## src/design/tensor_pad_4d_defines.svh

```systemverilog
// Assertion macros used by the block's top-level file.
`ifndef TENSOR_PAD_4D_DEFINES_SVH
`define TENSOR_PAD_4D_DEFINES_SVH

// Same-cycle implication, sampled on clk, off during reset.
`define TPAD4_ASSERT_SAME(label, pre, post, msg) \
	label: assert property (@(posedge clk) disable iff (!arst_n) (pre) |-> (post)) \
		else $error(msg);

// Next-cycle implication, sampled on clk, off during reset.
`define TPAD4_ASSERT_NEXT(label, pre, post, msg) \
	label: assert property (@(posedge clk) disable iff (!arst_n) (pre) |=> (post)) \
		else $error(msg);

`endif

```

## src/design/tpad4_pkg.sv

```systemverilog
`timescale 1ns / 1ps

package tpad4_pkg;

	localparam int RANK        = 4;
	localparam int DIM_W       = 16;
	localparam int REL_W       = DIM_W + 2;
	localparam int VALUE_W     = 32;
	localparam int ADDR_W      = 12;
	localparam int CFG_IDX_W   = 3;
	localparam int CFG_DATA_W  = RANK * DIM_W;
	localparam int MODE_W      = 2;
	localparam int QUEUE_DEPTH = 4;
	localparam int QPTR_W      = $clog2(QUEUE_DEPTH);

	localparam logic [CFG_IDX_W-1:0] REG_IN_SHAPE     = 3'd0;
	localparam logic [CFG_IDX_W-1:0] REG_OUT_SHAPE    = 3'd1;
	localparam logic [CFG_IDX_W-1:0] REG_PAD_BEGINS   = 3'd2;
	localparam logic [CFG_IDX_W-1:0] REG_PAD_MODE     = 3'd3;
	localparam logic [CFG_IDX_W-1:0] REG_PAD_CONSTANT = 3'd4;

	localparam logic [MODE_W-1:0] MODE_CONST   = 2'd0;
	localparam logic [MODE_W-1:0] MODE_REFLECT = 2'd1;
	localparam logic [MODE_W-1:0] MODE_EDGE    = 2'd2;

	localparam logic REQ_LOAD = 1'b0;
	localparam logic REQ_EMIT = 1'b1;

	typedef enum logic [1:0] {
		OP_LOAD,
		OP_FETCH,
		OP_FILL
	} op_t;

	typedef struct packed {
		logic               req_type;
		logic [ADDR_W-1:0]  load_addr;
		logic [VALUE_W-1:0] load_value;
	} req_t;

	typedef struct packed {
		logic [VALUE_W-1:0] out_value;
		logic               out_is_pad;
		logic               out_last;
	} rsp_t;

	typedef struct packed {
		logic [CFG_DATA_W-1:0] in_shape;
		logic [CFG_DATA_W-1:0] out_shape;
		logic [CFG_DATA_W-1:0] pad_begins;
		logic [MODE_W-1:0]     pad_mode;
		logic [VALUE_W-1:0]    pad_constant;
	} cfg_t;

	typedef struct packed {
		op_t                        op;
		logic                       is_pad;
		logic                       last;
		logic [ADDR_W-1:0]          addr;
		logic [VALUE_W-1:0]         value;
		logic [RANK-1:0][DIM_W-1:0] idx;
	} qent_t;

	// axis 0 sits in the top lane
	function automatic logic [DIM_W-1:0] lane(input logic [CFG_DATA_W-1:0] vec,
		input int unsigned axis);
		return vec[(RANK - 1 - axis) * DIM_W +: DIM_W];
	endfunction

endpackage

```

## src/design/tpad4_queue.sv

```systemverilog
`timescale 1ns / 1ps

module tpad4_queue (
	input  logic              clk,
	input  logic              arst_n,
	input  logic              push,
	input  tpad4_pkg::qent_t  push_data,
	output logic              full,
	input  logic              pop,
	output tpad4_pkg::qent_t  head,
	output logic              empty
);
	import tpad4_pkg::*;

	qent_t             slots_q [QUEUE_DEPTH];
	logic [QPTR_W-1:0] wr_ptr_q;
	logic [QPTR_W-1:0] rd_ptr_q;
	logic [QPTR_W:0]   count_q;

	always_ff @(posedge clk) begin
		if (push) begin
			slots_q[wr_ptr_q] <= push_data;
		end
	end

	always_ff @(posedge clk or negedge arst_n) begin
		if (!arst_n) begin
			wr_ptr_q <= '0;
			rd_ptr_q <= '0;
			count_q  <= '0;
		end else begin
			if (push) begin
				wr_ptr_q <= wr_ptr_q + 1'b1;
			end
			if (pop) begin
				rd_ptr_q <= rd_ptr_q + 1'b1;
			end
			case ({push, pop})
				2'b10:   count_q <= count_q + 1'b1;
				2'b01:   count_q <= count_q - 1'b1;
				default: count_q <= count_q;
			endcase
		end
	end

	assign full  = (count_q == (QPTR_W + 1)'(QUEUE_DEPTH));
	assign empty = (count_q == '0);
	assign head  = slots_q[rd_ptr_q];

endmodule

```

## config.mk

```make
export PLATFORM = sky130hd
export DESIGN_NAME = tpad4_queue
export DESIGN_NICKNAME = d
export VERILOG_FILES = /design/src/design/tensor_pad_4d_defines.svh /design/src/design/tpad4_pkg.sv /design/src/design/tpad4_queue.sv
export SDC_FILE = /design/constraint.sdc
export NUM_CORES = 1
export LEC_CHECK = 0
export CORE_ASPECT_RATIO = 1.1
export CORE_MARGIN = 1.5
export CORE_UTILIZATION = 55
export DETAILED_ROUTE_END_ITERATION = 16
export DONT_BUFFER_PORTS = 1
export PLACE_DENSITY_LB_ADDON = 0.25
export SLEW_MARGIN = 20
export SYNTH_ARGS = -nofsm -noshare
export SYNTH_HDL_FRONTEND = slang
export SYNTH_SLANG_ARGS = --single-unit
export TNS_END_PERCENT = 30
```

## constraint.sdc

```tcl
create_clock -name clk -period 4 [get_ports clk]
set_clock_uncertainty 0.1 [all_clocks]
set_input_delay 0.2 -clock clk [delete_from_list [all_inputs] [get_ports clk]]
set_output_delay 0.2 -clock clk [all_outputs]
set_load 0.02 [all_outputs]
```

# Word-level counts from Yosys, hierarchy flattened
# Memories as Yosys holds them, arrays and structs flattened.
# Index checks and enable logic that the tools add are counted.
[classes] n_mul=0 n_mux=3 div_mod_pow=0 order_cmp=0 n_shift=0 reduce_logical=2 eq_ne=3 addsub=4 bitwise=0
[ops] cell="3-bit case mux with 2 select lines" n=1
[ops] cell="2-bit by 1-bit adder with 2-bit output (second input constant)" n=2
[ops] cell="3-bit by 1-bit adder with 3-bit output (second input constant)" n=1
[ops] cell="3-bit == test (second input constant)" n=1
[ops] cell="3-bit zero test" n=1
[ops] cell="3-bit by 1-bit subtractor with 3-bit output (second input constant)" n=1
[ops] cell="2-bit by 1-bit == test with 1-bit output (second input constant)" n=1
[ops] cell="2-bit == test (second input constant)" n=1
[ops] cell="1-bit two-way mux" n=2
[ops] cell="2-bit nonzero test" n=1
[totals] memories=1 regBits=7 latch_bits=0 ramBits=448 output_inout_bits=114 in_bits=116 wordCells=16 rom_bits=0
[mem_list] memory="slots_q" depth=4 word_bits=112 rd=1 rd_ports_with_merged_regs=0 write_ports=1 line_no="tpad4_queue.sv:15" source="qent_t slots_q [QUEUE_DEPTH];"

# Depth between registers and ports, before layout
[depth] word_depth=2 depth_mapped=7 depth_no_buf=7

# Worst setup path before layout
# OpenSTA, ideal clock, no wires.
[synth_path] path_kind="register to register" from="register wr_ptr_q[0]" to="memory slots_q[0][0] (netlist bit), enable pin" arrival_time_ns=3.200 period_less_slack_ns=3.784 slack_ns=0.216 n_path_buf=0 required_time_ns=3.416 stages_incl_launch_ff=4 setup_ns=0.484 cell_sequence="dfrtp_1 > inv_1 > ha_1 > and2_1"
[synth_rtl] element="from (decl)" line_no="tpad4_queue.sv:16" source="logic [QPTR_W-1:0] wr_ptr_q;"
[synth_rtl] element="from (signal assigned)" line_no="tpad4_queue.sv:33" source="wr_ptr_q <= wr_ptr_q + 1'b1;"
[synth_rtl] element="to (decl)" line_no="tpad4_queue.sv:15"
# Straight into the memory's write port.

==> results.tsv <==
stage	metric	value	unit
global_route	met2_usage	31.77	%
final_layout	final_cells	1171	
route	viasPerCell	5.847	
sta	hold_violations	0	
min_path	hp-class	in -> reg	
sta	fmax	0.3473	GHz
logic_synthesis	seq_area_frac_synth	82.36	%
place	dp_hpwl	16.37	mm
floorplan	rows	66	
place	numPortBuffers	0	
cts	clkTransAtPathRegs	0.06	ns
sta	max-slew-margin-rel	39.02	%
logic_synthesis	synth_seq_cells	455	
place	post_dp_cell_area	0.01701	mm^2
cts	clock_latency	0.53	ns
sta	setup_tns	0	ns
power	p_int	9.990	mW
route	drt_pre_antenna_iters	4	
cts	ctsResizeCount	0	
route	drt-initial-drc-count	585	
global_route	gr-max-usage-layer	met2	
sta	min_period	2.880	ns
route	finalWirelength	29.10	mm
sta	tightestPinTransition	0.9148	ns
logic_synthesis	syn_inst	623	
min_path	min-delay-start	push	
final_layout	final_util	66.05	%
cts	post-cts-setup-buffers	0	
final_layout	fin_nets	890	
final_layout	area_growth	18.01	%
final_layout	fillers	1845	
global_route	track_usage	18.87	%
cts	cts_buffers	43	
place	dp_cells	981	
power	p_switching	4.464	mW
critical_path	required	3.70	ns
power	clkPwrFrac	26.9	%
cts	cts_tree	yes	
final_layout	insertedDiodeCount	0	
critical_path	endpoint_kind	output port	
critical_path	slowest_delay	0.91	ns
logic_synthesis	synth_fa_ha_area_share	0.4991	%
logic_synthesis	synth_top_family_by_area	multiplexers	
route	ant_nets	0	
critical_path	path_delay_family	flip-flops	
critical_path	slowest_stage	dfrtp_4	
sta	rsz0062_at_grt	false	
floorplan	dieHeight	184.9	um
critical_path	crit_type	reg -> out	
critical_path	reg2reg_slack	1.68	ns
sta	layout_setup_ws	1.120	ns
global_route	grt_pass1_wl	43.23	mm
global_route	use_met1	23.78	%
global_route	grt_max_degree	62	
critical_path	crit-reg2reg-launch	wr_ptr_q[1]	
floorplan	initial_core_util	55.97	%
logic_synthesis	synth_compound_area_share	0.06049	%
critical_path	worstPathArrival	2.58	ns
global_route	met3_usage	5.021	%
sta	holdWs	0.1610	ns
sta	min_period_over_period	71.99	%
critical_path	startpoint_type	flop	
power	power.density	740.2	mW/mm^2
power	p_total	14.45	mW
logic_synthesis	synth-xor-area-share	0.3176	%
logic_synthesis	synth_mux_area_share	15.24	%
floorplan	core-area	0.02956	mm^2
place	dp_slack	1.610	ns
sta	slew_violations	0	
min_path	min_to	slots_q[2][24]	
run_status	outcome	finished clean	
cts	cts.sink_count	455	
final_layout	drive_gt1_share	23.46	%
cts	htree_levels	2	
power	ir_drop	0.4391	mV
power	p_leak	6.253	nW
logic_synthesis	yosysWarnings	0	
cts	cts_root_buf	clkbuf_16	
logic_synthesis	synth.distinct_cells	18	
floorplan	ios	230	
power	pwr-share-comb	26.9	%
job	max-cap-violations	0	
global_route	grt_pass1_vias	7350	
sta	finalSetupViolCount	0	
cts	clk_path_buf_depth	3	
critical_path	cp_cell_sequence	buf_4 > mux4_2	
critical_path	worstPathMaxFanout	38	
logic_synthesis	synth-simple-area-share	0.3100	%
logic_synthesis	netlist_area	0.01655	mm^2
critical_path	path_buf_inv	1	
global_route	antenna_found_initial	0	
critical_path	rr_worst_depth	4	
place	gp_congestion	0.7264	
final_layout	final_cell_area	0.01953	mm^2
min_path	whs_path_depth	1	
power	switching_share	30.88	%
route	drc	0	
critical_path	worstReg2RegEnd	slots_q[1][74]	
critical_path	worst-path-stages	2	
route	vias	6847	
power	seqPwrFrac	46.1	%
logic_synthesis	postSynthAreaPerCell	26.56	um^2
route	wl_per_cell	24.85	um
floorplan	die-area	0.03114	mm^2
global_route	grt_overflow	0	
floorplan	fp.dieW	168.4	um
logic_synthesis	synth_nets	745	
-- cells by family (layout without fill, tap and decap cells) --
| family | after synthesis | count (layout) |
|---|---|---|
| adder cells (fa/ha/maj) | 6 | 6 |
| AND/OR/NAND/NOR | 10 | 10 |
| AO/OA/AOI/OAI | 2 | 2 |
| flip-flops | 455 | 455 |
| buffers and inverters | 32 | 206 |
| XOR/XNOR | 6 | 6 |
| multiplexers | 112 | 112 |
-- state kept, by name, summed over array words and instances (netlist names) --
| register | cells |
|---|---|
| rd_ptr_q | 2 |
| count_q | 3 |
| wr_ptr_q | 2 |
| slots_q | 448 |
-- synth_stat cells --
| library cell | n | area (um^2) |
|---|---|---|
| mux4_2 | 112 | 2522 |
| ha_1 | 5 | 62.56 |
| edfxtp_1 | 448 | 13450 |
| clkbuf_1 | 4 | 15.01 |
| nand2_1 | 3 | 11.26 |
| dfrtp_1 | 7 | 175.2 |
| buf_4 | 1 | 7.510 |
| fa_1 | 1 | 20.02 |
| xor2_1 | 4 | 35.03 |
| nor3_1 | 1 | 5.000 |
| and3_1 | 1 | 6.260 |
| o21ai_0 | 2 | 10.01 |
| and2_1 | 4 | 25.02 |
| xnor2_1 | 2 | 17.52 |
| buf_6 | 8 | 90.09 |
| inv_1 | 6 | 22.52 |
| nor2_1 | 1 | 3.750 |
| buf_2 | 13 | 65.06 |
-- cell usage in the layout, fill, tap and decap left out --
| cell type | n |
|---|---|
| o21ai_0 | 2 |
| mux4_2 | 112 |
| clkbuf_8 | 3 |
| inv_1 | 6 |
| bufinv_16 | 3 |
| and2_4 | 4 |
| buf_4 | 4 |
| clkinvlp_4 | 3 |
| clkinv_1 | 5 |
| clkinv_2 | 5 |
| nor3_1 | 1 |
| ha_1 | 5 |
| dlygate4sd3_1 | 116 |
| clkbuf_1 | 10 |
| buf_12 | 6 |
| fa_1 | 1 |
| xnor2_1 | 2 |
| dfrtp_4 | 2 |
| clkbuf_16 | 45 |
| xor2_1 | 4 |
| and3_1 | 1 |
| nor2_1 | 1 |
| nand2_1 | 3 |
| edfxtp_1 | 448 |
| dfrtp_1 | 5 |
-- cell type report --
type / count / area (um^2) / share of cell area (%)
sequential: 455 / 13640 / 69.83
multi-input combinational: 136 / 2729 / 13.97
timing repair buffer: 126 / 1311 / 6.715
clock buffer: 58 / 1205 / 6.170
tap: 374 / 467.9 / 2.396
clock inverter: 16 / 156.4 / 0.8009
inverter: 6 / 22.52 / 0.1153
-- layer usage --
metal  share of wire (%)  wire [um]  vias to the layer above
li1                    -          -                     2968
met1                  39      11460                     3628
met2                  51      14980                      191
met3                 6.0       1749                       60
met4                 3.1        912                        0
met5                   0          0                        -
-- power groups by stage --
stage / sequential (mW) / clock (mW) / combinational [mW]
floorplan: 6.54 / 0 / 3.34
global placement: 6.72 / 0 / 3.78
detailed placement: 6.78 / 0 / 3.83
CTS: 6.69 / 3.97 / 3.98
global route: 6.76 / 4.15 / 4.11
finish: 6.67 / 3.89 / 3.89
-- worst register-to-register path, cell delays in order, from the launching register on --
cell and delay (ns):
dfrtp_1 0.40, inv_1 0.11, ha_1 0.16, and2_4 0.75
buf_12 0.42
-- worst max path at each step --
stage	startpoint	endpoint	slack, ns
3_5_place_dp	rd_ptr_q[0]	head[79]	1.61
3_3_place_gp	rd_ptr_q[0]	head[79]	1.63
4_1_cts	rd_ptr_q[0]	head[79]	1.04
2_1_floorplan	wr_ptr_q[0]	slots_q[0][0]	0.22
5_1_grt	rd_ptr_q[0]	head[79]	0.94
6_report	rd_ptr_q[0]	head[79]	1.12
-- repair_timing --
item	4_1_cts	5_1_grt
setup endpoints to repair	0	0
endpoints found under the hold margin	462	0
hold buffers	116	0
(Power assumes the default switching activity.)
