===== config.mk =====
export PLATFORM = sky130hd
export DESIGN_NAME = tpad4_front
export DESIGN_NICKNAME = d
export VERILOG_FILES = /design/src/design/tensor_pad_4d_defines.svh /design/src/design/tpad4_pkg.sv /design/src/design/tpad4_front.sv
export SDC_FILE = /design/constraint.sdc
export NUM_CORES = 1
export LEC_CHECK = 0
export BUFFER_PORTS_ARGS = -buffer_cell sky130_fd_sc_hd__buf_2
export CORE_MARGIN = 2
export CORE_UTILIZATION = 54
export CTS_CLUSTER_DIAMETER = 60
export DETAILED_ROUTE_END_ITERATION = 16
export PLACE_DENSITY_LB_ADDON = 0.25
export SYNTH_ARGS = -nofsm -noshare
export SYNTH_HDL_FRONTEND = slang
export SYNTH_SLANG_ARGS = --single-unit

===== constraint.sdc =====
create_clock -name clk -period 11 [get_ports clk]
set_input_delay 1.65 -clock clk [delete_from_list [all_inputs] [get_ports clk]]
set_output_delay 1.65 -clock clk [all_outputs]
set_load 0.1 [all_outputs]

===== src/design/tensor_pad_4d_defines.svh =====
// Assertion macros used by the block's top-level file.
`ifndef TENSOR_PAD_4D_DEFINES_SVH
`define TENSOR_PAD_4D_DEFINES_SVH

// Same-cycle implication, sampled on clk, off during reset.
`define TPAD4_ASSERT_SAME(label, pre, post, msg) \
	label: assert property (@(posedge clk) disable iff (!arst_n) (pre) |-> (post)) \
		else $error(msg);

// Next-cycle implication, sampled on clk, off during reset.
`define TPAD4_ASSERT_NEXT(label, pre, post, msg) \
	label: assert property (@(posedge clk) disable iff (!arst_n) (pre) |=> (post)) \
		else $error(msg);

`endif


===== src/design/tpad4_pkg.sv =====
`timescale 1ns / 1ps

package tpad4_pkg;

	localparam int RANK        = 4;
	localparam int DIM_W       = 16;
	localparam int REL_W       = DIM_W + 2;
	localparam int VALUE_W     = 32;
	localparam int ADDR_W      = 12;
	localparam int CFG_IDX_W   = 3;
	localparam int CFG_DATA_W  = RANK * DIM_W;
	localparam int MODE_W      = 2;
	localparam int QUEUE_DEPTH = 4;
	localparam int QPTR_W      = $clog2(QUEUE_DEPTH);

	localparam logic [CFG_IDX_W-1:0] REG_IN_SHAPE     = 3'd0;
	localparam logic [CFG_IDX_W-1:0] REG_OUT_SHAPE    = 3'd1;
	localparam logic [CFG_IDX_W-1:0] REG_PAD_BEGINS   = 3'd2;
	localparam logic [CFG_IDX_W-1:0] REG_PAD_MODE     = 3'd3;
	localparam logic [CFG_IDX_W-1:0] REG_PAD_CONSTANT = 3'd4;

	localparam logic [MODE_W-1:0] MODE_CONST   = 2'd0;
	localparam logic [MODE_W-1:0] MODE_REFLECT = 2'd1;
	localparam logic [MODE_W-1:0] MODE_EDGE    = 2'd2;

	localparam logic REQ_LOAD = 1'b0;
	localparam logic REQ_EMIT = 1'b1;

	typedef enum logic [1:0] {
		OP_LOAD,
		OP_FETCH,
		OP_FILL
	} op_t;

	typedef struct packed {
		logic               req_type;
		logic [ADDR_W-1:0]  load_addr;
		logic [VALUE_W-1:0] load_value;
	} req_t;

	typedef struct packed {
		logic [VALUE_W-1:0] out_value;
		logic               out_is_pad;
		logic               out_last;
	} rsp_t;

	typedef struct packed {
		logic [CFG_DATA_W-1:0] in_shape;
		logic [CFG_DATA_W-1:0] out_shape;
		logic [CFG_DATA_W-1:0] pad_begins;
		logic [MODE_W-1:0]     pad_mode;
		logic [VALUE_W-1:0]    pad_constant;
	} cfg_t;

	typedef struct packed {
		op_t                        op;
		logic                       is_pad;
		logic                       last;
		logic [ADDR_W-1:0]          addr;
		logic [VALUE_W-1:0]         value;
		logic [RANK-1:0][DIM_W-1:0] idx;
	} qent_t;

	// axis 0 sits in the top lane
	function automatic logic [DIM_W-1:0] lane(input logic [CFG_DATA_W-1:0] vec,
		input int unsigned axis);
		return vec[(RANK - 1 - axis) * DIM_W +: DIM_W];
	endfunction

endpackage


===== src/design/tpad4_front.sv =====
`timescale 1ns / 1ps

module tpad4_front (
	input  logic              clk,
	input  logic              arst_n,
	input  tpad4_pkg::cfg_t   cfg,
	input  logic              coord_clr,
	input  logic              req_valid,
	output logic              req_stall,
	input  tpad4_pkg::req_t   req_data,
	output logic              q_push,
	output tpad4_pkg::qent_t  q_data,
	input  logic              q_full
);
	import tpad4_pkg::*;

	localparam logic signed [REL_W-1:0] ONE = REL_W'(1);
	localparam logic signed [REL_W-1:0] TWO = REL_W'(2);

	logic [DIM_W-1:0]        coord_q  [RANK];
	logic [DIM_W-1:0]        coord_nx [RANK];
	logic signed [REL_W-1:0] dimx     [RANK];
	logic signed [REL_W-1:0] rel      [RANK];
	logic signed [REL_W-1:0] refl     [RANK];
	logic signed [REL_W-1:0] clmp     [RANK];
	logic [RANK-1:0]         in_ok;
	logic [RANK-1:0]         at_end;
	logic [RANK-1:0]         in_zero;
	logic [RANK-1:0]         out_zero;
	logic                    accept;
	logic                    is_emit;
	logic                    in_region;
	logic                    use_store;

	assign req_stall = q_full;
	assign accept    = req_valid && !q_full;
	assign is_emit   = (req_data.req_type == REQ_EMIT);

	// per-axis source coordinate
	always_comb begin
		for (int a = 0; a < RANK; a++) begin
			dimx[a]     = $signed({2'b00, lane(cfg.in_shape, a)});
			rel[a]      = $signed({2'b00, coord_q[a]}) - $signed({2'b00, lane(cfg.pad_begins, a)});
			in_ok[a]    = !rel[a][REL_W-1] && (rel[a] < dimx[a]);
			in_zero[a]  = (lane(cfg.in_shape, a) == '0);
			out_zero[a] = (lane(cfg.out_shape, a) == '0);
			at_end[a]   = ({1'b0, coord_q[a]} + 1'b1) >= {1'b0, lane(cfg.out_shape, a)};
			refl[a]     = rel[a];
			if (cfg.pad_mode == MODE_REFLECT) begin
				if (refl[a][REL_W-1]) begin
					refl[a] = -refl[a];
				end
				if (refl[a] >= dimx[a]) begin
					refl[a] = (dimx[a] <<< 1) - refl[a] - TWO;
				end
			end
			clmp[a] = refl[a];
			if (clmp[a][REL_W-1]) begin
				clmp[a] = '0;
			end
			if (clmp[a] > dimx[a] - ONE) begin
				clmp[a] = dimx[a] - ONE;
			end
		end
	end

	assign in_region = &in_ok;
	assign use_store = in_region
		|| (!(|in_zero) && (cfg.pad_mode == MODE_REFLECT || cfg.pad_mode == MODE_EDGE));

	// row-major step with carry, wraps after the last element
	always_comb begin
		logic carry;
		carry = 1'b1;
		for (int a = RANK - 1; a >= 0; a--) begin
			coord_nx[a] = coord_q[a];
			if (carry) begin
				if (at_end[a]) begin
					coord_nx[a] = '0;
				end else begin
					coord_nx[a] = coord_q[a] + 1'b1;
					carry       = 1'b0;
				end
			end
		end
	end

	always_comb begin
		q_data        = '0;
		q_data.op     = !is_emit ? OP_LOAD : (use_store ? OP_FETCH : OP_FILL);
		q_data.is_pad = !in_region;
		q_data.last   = &at_end;
		q_data.addr   = req_data.load_addr;
		q_data.value  = req_data.load_value;
		for (int a = 0; a < RANK; a++) begin
			q_data.idx[a] = clmp[a][DIM_W-1:0];
		end
	end

	// emits against an empty output shape are dropped
	assign q_push = accept && (!is_emit || !(|out_zero));

	always_ff @(posedge clk or negedge arst_n) begin
		if (!arst_n) begin
			for (int a = 0; a < RANK; a++) begin
				coord_q[a] <= '0;
			end
		end else if (coord_clr) begin
			for (int a = 0; a < RANK; a++) begin
				coord_q[a] <= '0;
			end
		end else if (accept && is_emit && !(|out_zero)) begin
			for (int a = 0; a < RANK; a++) begin
				coord_q[a] <= coord_nx[a];
			end
		end
	end

endmodule


* Word-level counts from Yosys, hierarchy flattened
Cells that the tools add are included.
** Operators by class
- Add/subtract/negate cells :: 28
- Multiplexer cells :: 40
- Order comparisons :: 16
- Equal/unequal tests :: 2
- Reduce and logical (&&, ||, !) cells :: 40
** Operators with widths (number)
- $mux W18 :: 16
- $mux W16 :: 11
- $logic_not A16 Y1 :: 8
- $mux W64 :: 2
- $ge A18 B17 Y1 :: 4
- $gt A18 B17 Y1 :: 4
- $neg A17 Y18 :: 4
- $sub A18 B18 Y18 :: 4
- $sub A18 B3 Y18 const B :: 4
- $add A16 B1 Y17 const B :: 4
- $ge A17 B16 Y1 :: 4
- $lt A17 B17 Y1 :: 4
- $mux W17 :: 4
- $sub A16 B1 Y17 const B :: 4
- $sub A16 B16 Y17 :: 4
- $add A16 B1 Y16 const B :: 4
- $logic_and A1 B1 Y1 :: 9
- $logic_not A1 Y1 :: 9
- $reduce_and A4 Y1 :: 2
- $reduce_bool A2 Y1 :: 4
- $reduce_or A4 Y1 :: 2
- $reduce_and A2 Y1 :: 3
- $mux W1 :: 5
- $mux W2 :: 2
- 3 further kinds :: 5
** Storage, ports and cells
- Logic and storage cells :: 130
- Input bits :: 276
- Bits in registers :: 64

* Depth between registers and ports, before layout
- Word-level depth :: 11
- Gate-level depth with buffers :: 40
- Depth with buffers taken out :: 37

* Worst setup path after synthesis
OpenSTA, ideal clock, no wires.
- Path type :: in2out
- From :: input cfg[56] (netlist bit)
- To :: output q_data[35] (netlist bit)
- Stages on the path :: 37
- Path buffers :: 3
- Data required time :: 9.350 ns
- Arrival :: 10.646 ns
- Path slack :: -1.296 ns
- Cell sequence :: inv_1 > ha_1 > a21o_1 > or2_2 > o32ai_2 > o21ba_2 > o31ai_1 > a311oi_1 > clkbuf_1 > o21ai_0 > xnor2_1 > ha_1 > inv_1 > ha_1 > nand2_1 > o21ai_0 > o2111ai_1 > a31oi_1 > o21ai_0 > a311o_1 > and2_1 > buf_1 > nand2_1 > nor2_1 > a311o_1 > ha_1 > nor2b_1 > o21a_1 > o21a_1 > o21ai_0 > a21oi_1 > o21ai_0 > a31oi_1 > o31ai_1 > o211ai_1 > clkbuf_1 > o31ai_1
** RTL lines
- start: declaration :: RTL line tpad4_front.sv:6 : input tpad4_pkg::cfg_t cfg,
- end: declaration :: RTL line tpad4_front.sv:12 : output tpad4_pkg::qent_t q_data,

==> metrics.txt <==
Final Skew=0.007709 ns; fmax=92.47 MHz; status=finished, final reports clean; leading registers by flop count=coord_q: 64 flops; TritonRoute pass-1 iters=6; Clock Path Buffers=2; peak supply drop=82.62 uV; routed len/inst=18.59 um; Synth Flop Type=dfrtp_1; dpl cells=4196; CTS H-tree lvls=3; Worst-Skew Late Latency=0.37 ns; Tightest Pin Transition=1.179 ns; area of the multi-input gates=0.02034 mm^2; synth-to-layout area growth=30.24%; TNS Setup=0 ns; fin crit period=10.81 ns; drc violations=0; critical path depth in cells=39; total number of vias=25530; Rows=75; Die Area=0.04434 mm^2; Initial Util=0.5481; fillcell total=3445; Final Hold Viols=0; Synth Instances=3148; CP max FO=15; CP max stage delay=0.40 ns; final worst setup slack=0.1857 ns; Unique masters post-synth=100; syn avg cell area=7.319 um^2; first-pass GRT wire length=122700 um; Rel. slew slack=0.2112; CTS clk-pin slew, worst paths=0.05 ns; overall global routing resource usage=0.3394; Met3 Routed Length=4454 um; CP Class=in -> out; syn nets=3889; IO Port Bufs=269; ys async rst share=1.000; total gr overflow=0; Core Util, Final=0.7138; Final Setup Violations=0; commonest non-fill, non-tap cell in the layout=ha_1; Hold Path Cell Cnt=2; number of global-route vias before repair=24960; total of max-cap violations=0; Final Cycle Share=0.9831; top-level I/O count=390; final slew viol count=0; met2 WL=38250 um; WP buf/inv=6; max reg flops=64; Vias/cell=6.000; 1st-iter DRT viols=1851; CP Launch Type=input port; Antenna Violating Nets Remaining=0; PwrDens=90.72 mW/mm^2; final WL=79090 um; warnings from Yosys=0; Tightest Hold Check Type=reg -> reg; commonest non-fill, non-tap cells in the layout=ha_1, inv_1, buf_4; Final GP Congestion=0.9830; WL met1=32630 um; Die H=210.6 um; Top reg by flops=coord_q; core area=0.04204 mm^2; post-route insts no fill=4255; Die X=210.6 um; hpwl dp=65380 um; uppermost layer routed=met5; register area=0.001602 mm^2; Critical Path RT=9.35 ns; flops & latches, synth=64; Post-synth EDFFs=0; clk sinks=64; kind of cell adding the most delay to the critical path=compound AO/OA/AOI/OAI gates; number of cells on the worst reg-to-reg path=19; fin nets=4451; initial antenna violation count=6; cell area after synthesis=0.02304 mm^2; Setup crit end kind=output pin; CTS Buf Count=9; largest net degree at the start of global routing=65; share of layout cells above drive strength 1=0.2482; pre-CTS WS=-0.3308 ns; CTS tree=built; slowest CP cell=fa_2; static leakage=15.28 nW; sequential area share after synthesis=0.06951; crit path DAT=9.16 ns; Clock Tree Root=clkbuf_16
-- report_power, final --
group          internal, W  total, W  switching (W)
Combinational     0.000946   0.00215        0.00121
Clock             0.000203  0.000324       0.000121
Sequential        0.000238  0.000245     0.00000634
-- kinds of logic after synthesis --
| group | Yosys count | share of synthesized area |
|---|---|---|
| and+or+nand+nor | 957 | 0.2147 |
| buffers and inverters | 542 | 0.09824 |
| muxes | 62 | 0.02775 |
| adders and majority gates | 465 | 0.2551 |
| xor gates and xnor gates | 248 | 0.09427 |
| DFF | 64 | 0.06951 |
| AOI/OAI and AO/OA | 810 | 0.2405 |
-- Yosys cell counts (all sizes together) (20+ instances only) --
cell,number,area share
or3,26,0.0073
nand2b,79,0.022
o31ai,33,0.012
o211ai,31,0.010
nor2b,57,0.015
inv,411,0.067
nor2,205,0.034
xor2,68,0.026
xnor2,180,0.068
nand4,45,0.013
o21a,86,0.028
or2,20,0.0054
a21oi,166,0.036
dfrtp,64,0.070
nor4,47,0.013
o21ai,183,0.040
and3,37,0.010
clkbuf,67,0.011
a211oi,40,0.014
nand2,211,0.035
nand3,86,0.019
mux2i,47,0.020
nor3,68,0.015
buf,64,0.020
a21o,71,0.023
ha,457,0.25
-- repair_timing --
action,in CTS,in global routing
pin swaps,15,80
hold buffers,0,0
hold endpoints to repair,0,0
gates resized for setup,30,145
cloned,0,2
setup endpoints to repair,48,64
setup buffers,13,27
-- worst min-delay path, delay by kind of cell, from the launching register on --
family | cells | cell delay [ns]
flip-flops | 1 | 0.37
AO/OA/AOI/OAI | 1 | 0.07
AND/OR/NAND/NOR | 1 | 0.05
-- final cells by class --
cell class	instances	share of cell area
Tap cell	539	0.02247
Sequential cell	64	0.05337
Multi-Input combinational cell	2542	0.6779
Antenna cell	2	0.0001668
Clock inverter	5	0.002710
Timing Repair Buffer	682	0.1840
Inverter	411	0.05141
Clock buffer	10	0.007964
-- final timing paths --
| path | slack (ns) | startpoint | to |
|---|---|---|---|
| hold / removal | 0.52 | coord_q[26] | coord_q[26] |
| setup reg to reg | 5.80 | coord_q[34] | coord_q[57] |
| setup / recovery | 0.19 | cfg[50] | q_data[42] |
| hold reg to reg | 0.52 | coord_q[26] | coord_q[26] |
| max in group asynchronous | 8.91 | arst_n | coord_q[52] |
| min in group asynchronous | 1.46 | arst_n | coord_q[2] |
-- metal layers --
layer / global-route usage / up-vias
met5: 0 / -
met4: 0.1469 / 6
met3: 0.03918 / 221
met2: 0.6018 / 882
met1: 0.4135 / 12060
li1: - / 12370
-- metrics by stage --
step | instance area [um^2] | total power, W | hold WS [ns]
floorplan | 23380 | 0.001597 | 0.4753
global placement | 28520 | 0.002215 | 0.4991
detailed placement | 28520 | 0.002265 | 0.5218
CTS | 29070 | 0.002615 | 0.5350
global route | 30010 | 0.002899 | 0.5978
finish | 30010 | 0.002723 | 0.5234
Power figures use the tool's default switching activity.
